File: config.mk
export PLATFORM = sky130hd
export DESIGN_NAME = utf8_to_utf16_transcoder_core_flat
export DESIGN_NICKNAME = d
export VERILOG_FILES = /design/src/rtl/u8u16_pkg.sv /design/src/rtl/u8u16_if.sv /design/src/rtl/utf8_to_utf16_transcoder_core.sv /design/src/rtl/u8u16_front.sv /design/src/rtl/u8u16_queue.sv /design/src/rtl/u8u16_back.sv /design/src/flat_wrapper.sv
export SDC_FILE = /design/constraint.sdc
export NUM_CORES = 1
export LEC_CHECK = 0
export BUFFER_PORTS_ARGS = -buffer_cell sky130_fd_sc_hd__buf_2
export CAP_MARGIN = 20
export CELL_PAD_IN_SITES_DETAIL_PLACEMENT = 1
export CELL_PAD_IN_SITES_GLOBAL_PLACEMENT = 1
export CORE_AREA = 8 8 155 157
export CTS_CLUSTER_SIZE = 30
export DETAILED_ROUTE_END_ITERATION = 7
export DIE_AREA = 0 0 163 165
export HOLD_SLACK_MARGIN = 0.15
export PLACE_DENSITY_LB_ADDON = 0.1
export RECOVER_POWER = 100
export REMOVE_ABC_BUFFERS = 1
export SETUP_SLACK_MARGIN = 0.02
export SLEW_MARGIN = 20
export SYNTH_ARGS = -nofsm -noshare
export SYNTH_HDL_FRONTEND = slang
export SYNTH_SLANG_ARGS = --single-unit
File: constraint.sdc
create_clock -name clk -period 4.4 [get_ports clk]
set_input_delay 0.22 -clock clk [delete_from_list [all_inputs] [get_ports clk]]
set_output_delay 0.22 -clock clk [all_outputs]
set_load 0.02 [all_outputs]
File: src/rtl/u8u16_pkg.sv
// ----------------------------------------------------------------------------
// u8u16_pkg
// Shared types, constants and helper functions for the UTF-8 to UTF-16
// transcoder: the job record passed from the front end to the back end.
// ----------------------------------------------------------------------------
package u8u16_pkg;

  // Widths of the payload and of one decoded code point
  localparam int BYTE_W  = 8;
  localparam int UNIT_W  = 16;
  localparam int POINT_W = 21;

  // Most code points one input byte can release (early end of a 4-byte lead)
  localparam int MAX_POINTS = 3;
  localparam int NPTS_W     = 2;
  localparam int IDX_W      = $clog2(MAX_POINTS);

  // Default depth of the job queue between front and back end
  localparam int QUEUE_DEPTH = 2;

  // Sequence lengths announced by a lead byte
  localparam logic [2:0] SEQ_NONE = 3'd0;
  localparam logic [2:0] SEQ_1    = 3'd1;
  localparam logic [2:0] SEQ_2    = 3'd2;
  localparam logic [2:0] SEQ_3    = 3'd3;
  localparam logic [2:0] SEQ_4    = 3'd4;

  // Code point and code unit constants
  localparam logic [POINT_W-1:0] REPLACEMENT = 21'h00FFFD;
  localparam logic [POINT_W-1:0] SUPP_BASE   = 21'h010000;
  localparam logic [UNIT_W-1:0]  HI_SURR     = 16'hD800;
  localparam logic [UNIT_W-1:0]  LO_SURR     = 16'hDC00;

  // One decoded step: up to three code points, in order
  typedef struct packed {
    logic [MAX_POINTS-1:0][POINT_W-1:0] points;
    logic [NPTS_W-1:0]                  n_points;
    logic                               eos;
  } job_t;

  // Sequence length announced by a lead byte; SEQ_NONE for a stray byte
  function automatic logic [2:0] lead_len(input logic [BYTE_W-1:0] c);
    logic [2:0] n;
    begin
      if (c[7] == 1'b0) begin
        n = SEQ_1;
      end else if (c[7:5] == 3'b110) begin
        n = SEQ_2;
      end else if (c[7:4] == 4'b1110) begin
        n = SEQ_3;
      end else if (c[7:3] == 5'b11110) begin
        n = SEQ_4;
      end else begin
        n = SEQ_NONE;
      end
      return n;
    end
  endfunction

  // A lone byte decoded as a complete string: ASCII passes, all else replaced
  function automatic logic [POINT_W-1:0] lone_point(input logic [BYTE_W-1:0] c);
    logic [POINT_W-1:0] p;
    begin
      if (c[7] == 1'b0) begin
        p = {{(POINT_W-BYTE_W){1'b0}}, c};
      end else begin
        p = REPLACEMENT;
      end
      return p;
    end
  endfunction

endpackage

File: src/rtl/u8u16_if.sv
// ----------------------------------------------------------------------------
// u8u16 channel interfaces
// Valid/ready channels for the byte input and the code-unit output.
// ----------------------------------------------------------------------------
interface u8u16_byte_if;
  logic       valid;
  logic       ready;
  logic [7:0] in_byte;
  logic       end_of_string;

  modport source (output valid, output in_byte, output end_of_string, input ready);
  modport sink   (input valid, input in_byte, input end_of_string, output ready);
endinterface

interface u8u16_unit_if;
  logic        valid;
  logic        ready;
  logic [15:0] code_unit;
  logic        run_last;
  logic        string_done;

  modport source (output valid, output code_unit, output run_last, output string_done,
                  input ready);
  modport sink   (input valid, input code_unit, input run_last, input string_done,
                  output ready);
endinterface

File: src/rtl/utf8_to_utf16_transcoder_core.sv
// ----------------------------------------------------------------------------
// utf8_to_utf16_transcoder_core
// Lenient UTF-8 to UTF-16 transcoder with a decoupled front and back end.
// ----------------------------------------------------------------------------
// Usage:
//   utf8  : byte channel; in_byte with end_of_string set on the final byte.
//   utf16 : code-unit channel; run_last marks the last unit caused by one
//           byte, string_done the final unit of the string.
//   One byte is taken per cycle while the job queue has room. A byte that
//   completes a character is queued as a job, and its first code unit is
//   then loaded into the output register. Bytes that open a sequence produce
//   nothing. The back end issues one code unit per cycle while the receiver
//   is ready; a byte that yields more units (surrogate pair, or an early end
//   of string) holds it longer, the queue of QueueDepth jobs absorbs that,
//   and input stalls only when it fills. ASCII text runs at one byte and one
//   unit per cycle unless the receiver stalls; then the output register
//   holds its unit, the back end stops, and the input stalls once the queue
//   is full. Reset (synchronous, active high) closes any open sequence,
//   empties the queue and drops output valid. Held bytes are not cleared.
// ----------------------------------------------------------------------------
module utf8_to_utf16_transcoder_core
  import u8u16_pkg::*;
#(
  parameter int QueueDepth = QUEUE_DEPTH
) (
  input  logic clk,
  input  logic rst,
  u8u16_byte_if.sink   utf8,
  u8u16_unit_if.source utf16
);

  logic accept;
  logic push;
  logic full;
  logic pop;
  logic empty;
  job_t push_job;
  job_t head;

  assign utf8.ready = !full;
  assign accept     = utf8.valid && !full;

  u8u16_front front (
    .clk           (clk),
    .rst           (rst),
    .byte_valid    (utf8.valid),
    .in_byte       (utf8.in_byte),
    .end_of_string (utf8.end_of_string),
    .accept        (accept),
    .push          (push),
    .job           (push_job)
  );

  u8u16_queue #(
    .Depth (QueueDepth)
  ) queue (
    .clk      (clk),
    .rst      (rst),
    .push     (push),
    .push_job (push_job),
    .full     (full),
    .pop      (pop),
    .empty    (empty),
    .head     (head)
  );

  u8u16_back back (
    .clk         (clk),
    .rst         (rst),
    .empty       (empty),
    .head        (head),
    .pop         (pop),
    .unit_valid  (utf16.valid),
    .unit_ready  (utf16.ready),
    .code_unit   (utf16.code_unit),
    .run_last    (utf16.run_last),
    .string_done (utf16.string_done)
  );

endmodule

File: src/rtl/u8u16_front.sv
// ----------------------------------------------------------------------------
// u8u16_front
// Accepts bytes, gathers multi-byte sequences and classifies each step into
// a job of up to three code points for the back end.
// ----------------------------------------------------------------------------
module u8u16_front
  import u8u16_pkg::*;
(
  input  logic              clk,
  input  logic              rst,
  input  logic              byte_valid,
  input  logic [BYTE_W-1:0] in_byte,
  input  logic              end_of_string,
  input  logic              accept,
  output logic              push,
  output job_t              job
);

  logic [BYTE_W-1:0] held0;
  logic [BYTE_W-1:0] held1;
  logic [BYTE_W-1:0] held2;
  logic [1:0]        count;
  logic [2:0]        seqlen;

  logic [2:0] need;
  logic       hold;
  logic       complete;

  // Classify the incoming byte against the open sequence
  always_comb begin
    need     = (count == 2'd0) ? lead_len(in_byte) : seqlen;
    complete = (({1'b0, count} + 3'd1) == seqlen);
    hold     = 1'b0;
    job      = '0;
    job.eos  = end_of_string;

    if (count == 2'd0) begin
      if (need == SEQ_1) begin
        job.points[0] = {{(POINT_W-BYTE_W){1'b0}}, in_byte};
        job.n_points  = 2'd1;
      end else if (need != SEQ_NONE && !end_of_string) begin
        hold = 1'b1;
      end else begin
        job.points[0] = REPLACEMENT;
        job.n_points  = 2'd1;
      end
    end else if (complete) begin
      // Assemble the code point; the current byte is always the last one
      job.n_points = 2'd1;
      unique case (seqlen)
        SEQ_2:   job.points[0] = {10'd0, held0[4:0], in_byte[5:0]};
        SEQ_3:   job.points[0] = {5'd0, held0[3:0], held1[5:0], in_byte[5:0]};
        SEQ_4:   job.points[0] = {held0[2:0], held1[5:0], held2[5:0], in_byte[5:0]};
        default: job.points[0] = REPLACEMENT;
      endcase
    end else if (end_of_string) begin
      // Early end: replace the lead, then decode the rest on its own
      job.points[0] = REPLACEMENT;
      if (count == 2'd1) begin
        job.points[1] = lone_point(in_byte);
        job.n_points  = 2'd2;
      end else if (lead_len(held1) == SEQ_2) begin
        job.points[1] = {10'd0, held1[4:0], in_byte[5:0]};
        job.n_points  = 2'd2;
      end else begin
        job.points[1] = lone_point(held1);
        job.points[2] = lone_point(in_byte);
        job.n_points  = 2'd3;
      end
    end else begin
      hold = 1'b1;
    end
  end

  assign push = accept && !hold;

  // Hold bytes of an open sequence
  always_ff @(posedge clk) begin
    if (accept && hold) begin
      case (count)
        2'd0:    held0 <= in_byte;
        2'd1:    held1 <= in_byte;
        default: held2 <= in_byte;
      endcase
    end
  end

  // Track the open sequence; close it on any step that releases a job
  always_ff @(posedge clk) begin
    if (rst) begin
      count  <= 2'd0;
      seqlen <= SEQ_NONE;
    end else if (accept && byte_valid) begin
      if (hold) begin
        count <= count + 2'd1;
        if (count == 2'd0) begin
          seqlen <= need;
        end
      end else begin
        count  <= 2'd0;
        seqlen <= SEQ_NONE;
      end
    end
  end

endmodule

File: src/rtl/u8u16_queue.sv
// ----------------------------------------------------------------------------
// u8u16_queue
// Short job queue that decouples the front end from the back end.
// ----------------------------------------------------------------------------
module u8u16_queue
  import u8u16_pkg::*;
#(
  parameter int Depth = QUEUE_DEPTH
) (
  input  logic clk,
  input  logic rst,
  input  logic push,
  input  job_t push_job,
  output logic full,
  input  logic pop,
  output logic empty,
  output job_t head
);

  localparam int AddrW = (Depth > 1) ? $clog2(Depth) : 1;
  localparam int CntW  = $clog2(Depth + 1);

  job_t             slots [Depth];
  logic [AddrW-1:0] wr_ptr;
  logic [AddrW-1:0] rd_ptr;
  logic [CntW-1:0]  fill;

  assign full  = (fill == CntW'(Depth));
  assign empty = (fill == '0);
  assign head  = slots[rd_ptr];

  // Store pushed jobs
  always_ff @(posedge clk) begin
    if (push) begin
      slots[wr_ptr] <= push_job;
    end
  end

  // Advance pointers and fill level
  always_ff @(posedge clk) begin
    if (rst) begin
      wr_ptr <= '0;
      rd_ptr <= '0;
      fill   <= '0;
    end else begin
      if (push) begin
        wr_ptr <= (wr_ptr == AddrW'(Depth - 1)) ? '0 : wr_ptr + AddrW'(1);
      end
      if (pop) begin
        rd_ptr <= (rd_ptr == AddrW'(Depth - 1)) ? '0 : rd_ptr + AddrW'(1);
      end
      if (push && !pop) begin
        fill <= fill + CntW'(1);
      end else if (pop && !push) begin
        fill <= fill - CntW'(1);
      end
    end
  end

endmodule

File: src/rtl/u8u16_back.sv
// ----------------------------------------------------------------------------
// u8u16_back
// Walks the head job point by point, splits supplementary points into
// surrogate pairs and drives one code unit per transfer from a register.
// ----------------------------------------------------------------------------
module u8u16_back
  import u8u16_pkg::*;
(
  input  logic              clk,
  input  logic              rst,
  input  logic              empty,
  input  job_t              head,
  output logic              pop,
  output logic              unit_valid,
  input  logic              unit_ready,
  output logic [UNIT_W-1:0] code_unit,
  output logic              run_last,
  output logic              string_done
);

  logic [IDX_W-1:0] idx;
  logic             half;

  logic [POINT_W-1:0] cur;
  logic [POINT_W-1:0] offs;
  logic               big;
  logic [UNIT_W-1:0]  unit_next;
  logic               point_last;
  logic               job_last;
  logic               adv;

  // Pick the current unit of the head job
  always_comb begin
    cur        = head.points[idx];
    big        = (cur >= SUPP_BASE);
    offs       = cur - SUPP_BASE;
    if (!big) begin
      unit_next = cur[UNIT_W-1:0];
    end else if (half) begin
      unit_next = LO_SURR | {6'd0, offs[9:0]};
    end else begin
      unit_next = HI_SURR + {5'd0, offs[20:10]};
    end
    point_last = !big || half;
    job_last   = point_last && (idx == IDX_W'(head.n_points - 2'd1));
  end

  assign adv = !empty && (!unit_valid || unit_ready);
  assign pop = adv && job_last;

  // Step through points and surrogate halves
  always_ff @(posedge clk) begin
    if (rst) begin
      idx  <= '0;
      half <= 1'b0;
    end else if (adv) begin
      if (job_last) begin
        idx  <= '0;
        half <= 1'b0;
      end else if (point_last) begin
        idx  <= idx + IDX_W'(1);
        half <= 1'b0;
      end else begin
        half <= 1'b1;
      end
    end
  end

  // Output register: load on advance, drop valid once transferred
  always_ff @(posedge clk) begin
    if (rst) begin
      unit_valid <= 1'b0;
    end else if (adv) begin
      unit_valid <= 1'b1;
    end else if (unit_ready) begin
      unit_valid <= 1'b0;
    end
  end

  always_ff @(posedge clk) begin
    if (adv) begin
      code_unit   <= unit_next;
      run_last    <= job_last;
      string_done <= job_last && head.eos;
    end
  end

endmodule

File: src/flat_wrapper.sv
// flat-port wrapper written by rule: the top's interface ports become plain ports
module utf8_to_utf16_transcoder_core_flat import u8u16_pkg::*;
#(
  parameter int QueueDepth = QUEUE_DEPTH
)
  (clk, rst, utf8_valid, utf8_in_byte, utf8_end_of_string, utf8_ready, utf16_valid, utf16_code_unit, utf16_run_last, utf16_string_done, utf16_ready);
  u8u16_byte_if utf8_i ();
  u8u16_unit_if utf16_i ();
  input  logic clk;
  input  logic rst;
  input wire logic [$bits(utf8_i.valid)-1:0] utf8_valid;
  input wire logic [$bits(utf8_i.in_byte)-1:0] utf8_in_byte;
  input wire logic [$bits(utf8_i.end_of_string)-1:0] utf8_end_of_string;
  output wire logic [$bits(utf8_i.ready)-1:0] utf8_ready;
  output wire logic [$bits(utf16_i.valid)-1:0] utf16_valid;
  output wire logic [$bits(utf16_i.code_unit)-1:0] utf16_code_unit;
  output wire logic [$bits(utf16_i.run_last)-1:0] utf16_run_last;
  output wire logic [$bits(utf16_i.string_done)-1:0] utf16_string_done;
  input wire logic [$bits(utf16_i.ready)-1:0] utf16_ready;
  assign utf8_i.valid = utf8_valid;
  assign utf8_i.in_byte = utf8_in_byte;
  assign utf8_i.end_of_string = utf8_end_of_string;
  assign utf8_ready = utf8_i.ready;
  assign utf16_valid = utf16_i.valid;
  assign utf16_code_unit = utf16_i.code_unit;
  assign utf16_run_last = utf16_i.run_last;
  assign utf16_string_done = utf16_i.string_done;
  assign utf16_i.ready = utf16_ready;
  utf8_to_utf16_transcoder_core #(.QueueDepth(QueueDepth)) u_core (.clk(clk), .rst(rst), .utf8(utf8_i), .utf16(utf16_i));
endmodule
==> flow_summary.toml, run 1 <==
[status]
status = "complete, no violations"

[clocking]
cts_sinks = 139
clkTransAtPathRegs_ns = 0.06
cts_tree = "yes"
clk_latency_ns = 0.42
cts_inserted_buffers = 17
cts_buffer_depth = 2
htree_levels = 4
root_buffer = "clkbuf_16"
cts-resized-gates = 0

[drt]
drc_errors = 0
drt_pass1_iterations = 4
drtIter0Drc = 209
wl_um = 17100
vias = 4035
viasPerCell = 4.88
avgRoutedWirePerCell_um = 20.7
antenna_violating_nets_post_route = 0

[power_and_ir_drop]
p_per_area_mw_per_mm2 = 605
swShare_pct = 31.6
p_sw_mw = 1.42
p_leak_nw = 2.46
clock_power_share_pct = 33.2
internal_power_mw = 3.07
seqPwrFrac_pct = 42.0
ir_drop_mv = 0.258
power_frac_comb_pct = 24.8

[global_routing]
grt_pass1_wl_um = 26400
grt_overflow = 0
grt_usage_pct = 13.4
grt_pass1_vias = 4182
grt_antenna_before_repair = 0
grt_max_degree = 47

[flow_run]
cap_violations = 0

[finish]
layout-drive-gt1-share_pct = 10.4
syn_to_final_growth_pct = 17.6
finalNonFillerCells = 827
layout_commonest_cell = "edfxtp_1"
n_antenna_cell = 0
final_cell_mix = "edfxtp_1, nor2_1, mux2i_1, clkbuf_1"
fin_nets = 553

[sta]
clock.fmax_mhz = 262
period_needed_ns = 3.82
slew_violations = 0
worst-slew-pin-transition_ns = 0.989
rsz0062_at_grt = "no"
holdWs_ns = 0.170
setup_viol = 0
hold_violations = 0
fin_worst_skew_ns = 0.0106
fin_crit_sh_pct = 86.7
maxSlewHeadroom_pct = 33.4

[worst_setup_path]
regToRegStartpoint = "u_core.back.idx[0]$_SDFFE_PP0P_"
cp_top_family = "simple AND/OR/NAND/NOR gates"
worstSetupPathType = "reg2reg"
crit_path_end_kind = "flop"
startpoint_type = "flop"
crit_path_max_fanout = 22
reg2reg_to = "u_core.back.code_unit[1]$_DFFE_PP_"
cp.required_ns = 4.56
arrival_ns = 3.98
r2r_cells = 9
slowest_stage = "or2_1"
r2r_slack_ns = 0.58
slowest_delay_ns = 0.55
cp_cell_sequence = "or2_1 > nor2_1 > ha_1 > a21boi_0 > or4b_1 > nor4b_1 > a32o_1 > clkbuf_2 > mux2_1"
critPathLaunch = "u_core.back.idx[0]$_SDFFE_PP0P_"
path_buf_inv = 1

[floorplanning]
start_util_pct = 29.4
ios = 33
die-height_um = 165
rows = 54
die_area_mm2 = 0.0269
chipWidth_um = 163
core-area_mm2 = 0.0215

[hold_path]
hold_path_end = "u_core.queue.fill[0]$_SDFFE_PP0P_"
hp-start = "rst"
hold_path.class = "in2reg"
min_path_cells = 2

[synth]
synthCells = 487
synth_ff_type = "edfxtp_1"
synth.area.mux_share_pct = 7.97
syn_area_mm2 = 0.00631
yosysWarnings = 0
yosys.area_share.simple_pct = 10.7
synth_compound_area_share_pct = 11.9
synth-adder-area-share_pct = 1.19
synth_xor_area_share_pct = 1.11
synth_edf_count = 125
async_flop_share_pct = 0
syn_area_per_cell_um2 = 13.0
synth_seq_cells = 139
synth_top_family_by_area = "compound AO/OA/AOI/OAI gates"
synthDistinctLibCells = 64
ys_seq_area_share_pct = 63.9

[placed_design]
place_congestion = 0.796
io_buffers = 32
place_hpwl_um = 12500
dp_cells = 784
kinds of logic after synthesis:
logic type	count (synthesis)
flops	139
simple gates	135
compound gates	116
mux	45
buf+inv	38
xor+xnor	8
fa+ha+maj	6
per-stage QoR:
step | util, % | setup TNS [ns] | total power [mW] | setup slack [ns] | area, µm²
4_1_cts | 34.8 | 0 | 4.60 | 0.688 | 7480
6_report | 34.5 | 0 | 4.49 | 0.583 | 7420
3_3_place_gp | 31.4 | 0 | 3.07 | 0.867 | 6750
3_5_place_dp | 31.4 | 0 | 3.08 | 0.714 | 6750
5_1_grt | 34.5 | 0 | 4.74 | 0.220 | 7420
2_1_floorplan | - | -0.0960 | 2.65 | -0.0960 | 6170
power by group through the flow:
stage | Clock (mW) | Sequential [mW] | Combinational, mW
2_1_floorplan | 0 | 2.02 | 0.627
3_3_place_gp | 0 | 1.91 | 1.16
3_5_place_dp | 0 | 1.91 | 1.17
4_1_cts | 1.53 | 1.89 | 1.18
5_1_grt | 1.59 | 1.92 | 1.23
6_report | 1.49 | 1.88 | 1.11
how the worst max path moves through the flow:
stage	cells past startpoint	slack, ns	endpoint
finish	9	0.58	u_core.back.code_unit[1]$_DFFE_PP_
detailed placement	12	0.71	u_core.queue.fill[1]$_SDFFE_PP0P_
global route	8	0.22	u_core.queue.slots[1][50]$_DFFE_PP_
global placement	12	0.87	u_core.queue.fill[1]$_SDFFE_PP0P_
CTS	12	0.69	u_core.queue.fill[1]$_SDFFE_PP0P_
floorplan	12	-0.1	u_core.queue.fill[1]$_SDFFE_PP0P_
worst reg2reg max path: cells and delay by family, from the launching register on:
kind,cells,cell delay [ns]
buf+inv,1,0.44
fa+ha+maj,1,0.19
mux,1,0.39
compound gates,2,0.44
flops,1,0.49
simple gates,4,1.60
area by class of cell:
class                      instances  area, µm²
clock buffer                      22        474
clock inverter                    10        141
fill                            2310      14100
inverter                          16       60.1
multi-input combinational        310       2070
sequential                       139       4040
tap                              280        350
timing repair buffer              50        287
state kept, by name (all words and copies together) (netlist names), named ones only:
signal and flops:
u_core.back.code_unit 16, u_core.back.half 1, u_core.back.idx 2, u_core.back.run_last 1, u_core.back.string_done 1, u_core.back.unit_valid 1
u_core.front.count 2, u_core.front.held0 5, u_core.front.held1 8, u_core.front.held2 6, u_core.front.seqlen 3, u_core.queue.fill 2
u_core.queue.rd_ptr 1, u_core.queue.slots 88, u_core.queue.wr_ptr 1
Yosys cell counts, types with 4 or more instances:
master    instances  share of area [%]
clkbuf_1         10               0.59
a21oi_1          31                2.5
nor3_1            7               0.56
ha_1              6                1.2
mux2i_1          33                5.2
o21ai_0          31                2.5
inv_1            16               0.95
or2_2             4               0.40
nand2b_1          7               0.69
and2_1           10               0.99
nand3_1           4               0.32
edfxtp_1        125                 59
nand2_1          24                1.4
a211oi_1          5               0.59
nor2_1           50                3.0
nor4_1            4               0.40
mux2_2            4               0.71
dfxtp_1          14                4.4
nor2b_1          10               0.99
mux2_1            4               0.71
xor2_1            6               0.83
o22ai_1           7               0.69
a22oi_1          15                1.8
buf_6             4               0.71
routing by layer:
| layer | part of all wire [%] | routed length, µm | track usage, % |
|---|---|---|---|
| met4 | 1.1 | 186 | 4.09 |
| met2 | 47 | 7970 | 21.1 |
| met5 | 0 | 0 | 0 |
| met3 | 3.3 | 570 | 3.44 |
| met1 | 49 | 8390 | 17.7 |
repair_timing:
| item | in CTS | in global routing |
|---|---|---|
| hold endpoints to repair | 21 | 0 |
| buffers inserted | 0 | 0 |
| hold buffers | 11 | 0 |
No activity file was read; power rests on OpenSTA's default activity.
==> run 2: changes to the inputs <==
ABC_AREA = 1   (was unset)
CORE_AREA = 8 8 157 159   (was 8 8 155 157)
DIE_AREA = 0 0 165 167   (was 0 0 163 165)
==> flow_summary.toml, run 2 <==
[finish]
fin_nets = 732
largest_register_ffs = 88
layout-drive-gt1-share_pct = 7.99
n_antenna_cell = 0
syn_to_final_growth_pct = 16.7
top_register = "u_core.queue.slots"
post-route-util_pct = 34.3
layout_commonest_cell = "nand2_1"
largestRegisters = "u_core.queue.slots x88, u_core.back.code_unit x16, u_core.front.held1 x8"
final_cell_mix = "nand2_1, edfxtp_1, inv_1"
finalNonFillerCells = 1011

[sta]
setup_viol = 0
tns_ns = 0
period_needed_ns = 3.75
hold_violations = 0
rsz0062_at_grt = "no"
maxSlewHeadroom_pct = 13.5
fin_worst_skew_ns = 0.0115
worst-slew-pin-transition_ns = 1.30
fin_crit_sh_pct = 85.2
clock.fmax_mhz = 267
slew_violations = 0

[synth]
synth_ff_type = "edfxtp_1"
synth_area_leaders = "edfxtp_1, nand2_1, inv_1"
synthCells = 664
yosysWarnings = 0
ys_seq_area_share_pct = 61.7
synth_top_area_cell = "edfxtp_1"
syn_area_mm2 = 0.00654
async_flop_share_pct = 0
netlist.area_leader.share_pct = 57.4
synth_seq_cells = 139
syn_area_per_cell_um2 = 9.84
synthDistinctLibCells = 39
synth_edf_count = 125
synth.most_common_cell = "nand2_1"
synthTopCellsByCount = "nand2_1, edfxtp_1, inv_1, nor2_1, nand3_1"

[floorplanning]
die_area_mm2 = 0.0276
chipWidth_um = 165
start_util_pct = 29.4
rows = 55
core-area_mm2 = 0.0222
die-height_um = 167
ios = 33

[power_and_ir_drop]
p_leak_nw = 3.00
p_per_area_mw_per_mm2 = 646
ir_drop_mv = 0.251

[worst_setup_path]
cp_top_family = "simple AND/OR/NAND/NOR gates"
crit_path_end_kind = "flop"
slowest_delay_ns = 0.53
startpoint_type = "flop"
arrival_ns = 4.05
worstSetupPathType = "reg2reg"
crit_path_max_fanout = 27
slowest_stage = "nor2_2"
cp.required_ns = 4.70
path_buf_inv = 1
cp_cell_sequence = "nor2_2 > inv_1 > nor2_1 > o21ai_0 > ha_1 > nand3_1 > nor2_1 > nand3_1 > nor2_1 > nand2_1 > nand2_1 > nand2_4 > nand3_1 > ha_1 > a21oi_1 > o21ai_0 > o21ai_0 > a21oi_1"

[drt]
avgRoutedWirePerCell_um = 18.1
drtIter0Drc = 170
vias = 4667
antenna_violating_nets_post_route = 0
drc_errors = 0
wl_um = 18300
viasPerCell = 4.62
drt_pass1_iterations = 4

[clocking]
cts_inserted_buffers = 17
cts_buffer_depth = 2
root_buffer = "clkbuf_16"
htree_levels = 4
cts_sinks = 139
cts_tree = "yes"
clk_latency_ns = 0.42
cts-resized-gates = 0
clkTransAtPathRegs_ns = 0.06

[placed_design]
dp_cells = 969
place_hpwl_um = 13900
place_congestion = 0.814
io_buffers = 32

[global_routing]
grt_antenna_before_repair = 0
grt_usage_pct = 13.9
grt_pass1_wl_um = 28800
grt_pass1_vias = 4999
grt_overflow = 0
grt_max_degree = 45

[status]
status = "complete, no violations"

[hold_path]
hold_path.class = "in2reg"

[flow_run]
cap_violations = 0
-- run 2: changes by cell type after synthesis, moves of 10 or more --
| cell | change |
|---|---|
| a22oi_1 | -15 |
| o211ai_1 | +12 |
| and2_1 | -10 |
| nand3_1 | +30 |
| inv_1 | +87 |
| nor2_1 | +22 |
| nor2b_1 | -10 |
| mux2i_1 | -31 |
| nand2_1 | +116 |
-- run 2: path summary, 6_finish.rpt --
check | start | end | slack [ns] | cells after the start
max | u_core.back.idx[0]$_SDFFE_PP0P_ | u_core.queue.fill[1]$_SDFFE_PP0P_ | 0.65 | 18
min | utf8_valid | u_core.front.count[1]$_SDFFE_PP0P_ | 0.16 | 4
max reg2reg | u_core.back.idx[0]$_SDFFE_PP0P_ | u_core.queue.fill[1]$_SDFFE_PP0P_ | 0.65 | 18
min reg2reg | u_core.front.count[1]$_SDFFE_PP0P_ | u_core.front.count[1]$_SDFFE_PP0P_ | 0.49 | 2
-- run 2: layout make-up --
cell class              count  area, µm²
well taps                 285        357
repair buffers             48        258
clock inverters            12        146
clock buffers              20        457
inverters                 109        412
fillers                  2564      14600
multi-input cells         398       1960
flip-flops and latches    139       4040
-- run 2: kinds of logic after synthesis --
family                   after synthesis  synth area share, %
multiplexers                           2                0.306
XOR/XNOR                               8                 1.07
adder cells (fa/ha/maj)                6                 1.15
buffers and inverters                127                 8.12
flip-flops                           139                 61.7
AO/OA/AOI/OAI                        103                 9.29
AND/OR/NAND/NOR                      279                 18.3
-- run 2: through the flow --
| step | cell area [µm²] | total power, mW | hold slack, ns | worst slack, ns |
|---|---|---|---|---|
| 3_5_place_dp | 7000 | 3.58 | 0.488 | 0.796 |
| 6_report | 7630 | 4.92 | 0.163 | 0.653 |
| 3_3_place_gp | 7000 | 3.56 | 0.485 | 0.981 |
| 5_1_grt | 7630 | 5.25 | 0.189 | 0.246 |
| 4_1_cts | 7700 | 5.05 | 0.159 | 0.784 |
| 2_1_floorplan | 6420 | 2.98 | 0.289 | 0.393 |
-- run 2: where the power goes --
group	leakage [nW]	switching (mW)	total (mW)	internal, mW
Clock	0.293	0.541	1.46	0.916
Sequential	1.27	0.104	1.91	1.81
Combinational	1.44	1.14	1.56	0.420
-- run 2: repair_timing --
item | in CTS | in global routing
endpoints found under the hold margin | 26 | 0
buffers inserted | 0 | 0
hold buffers | 10 | 0
-- run 2: per-layer routing --
layer,vias to the layer above,part of all wire (%),track usage [%]
met5,-,0,0
met4,0,1.8,5.17
met3,22,2.8,2.96
met2,67,47,22.6
met1,2263,48,17.8
li1,2315,-,-
-- run 2: worst register-to-register path: stages, from the launching register on --
cell     delay (ns)
dfxtp_1        0.50
nor2_2         0.53
inv_1          0.15
nor2_1         0.11
o21ai_0        0.19
ha_1           0.27
nand3_1        0.08
nor2_1         0.06
nand3_1        0.07
nor2_1         0.04
nand2_1        0.06
nand2_1        0.14
nand2_4        0.27
nand3_1        0.22
ha_1           0.43
a21oi_1        0.11
o21ai_0        0.12
o21ai_0        0.23
a21oi_1        0.06
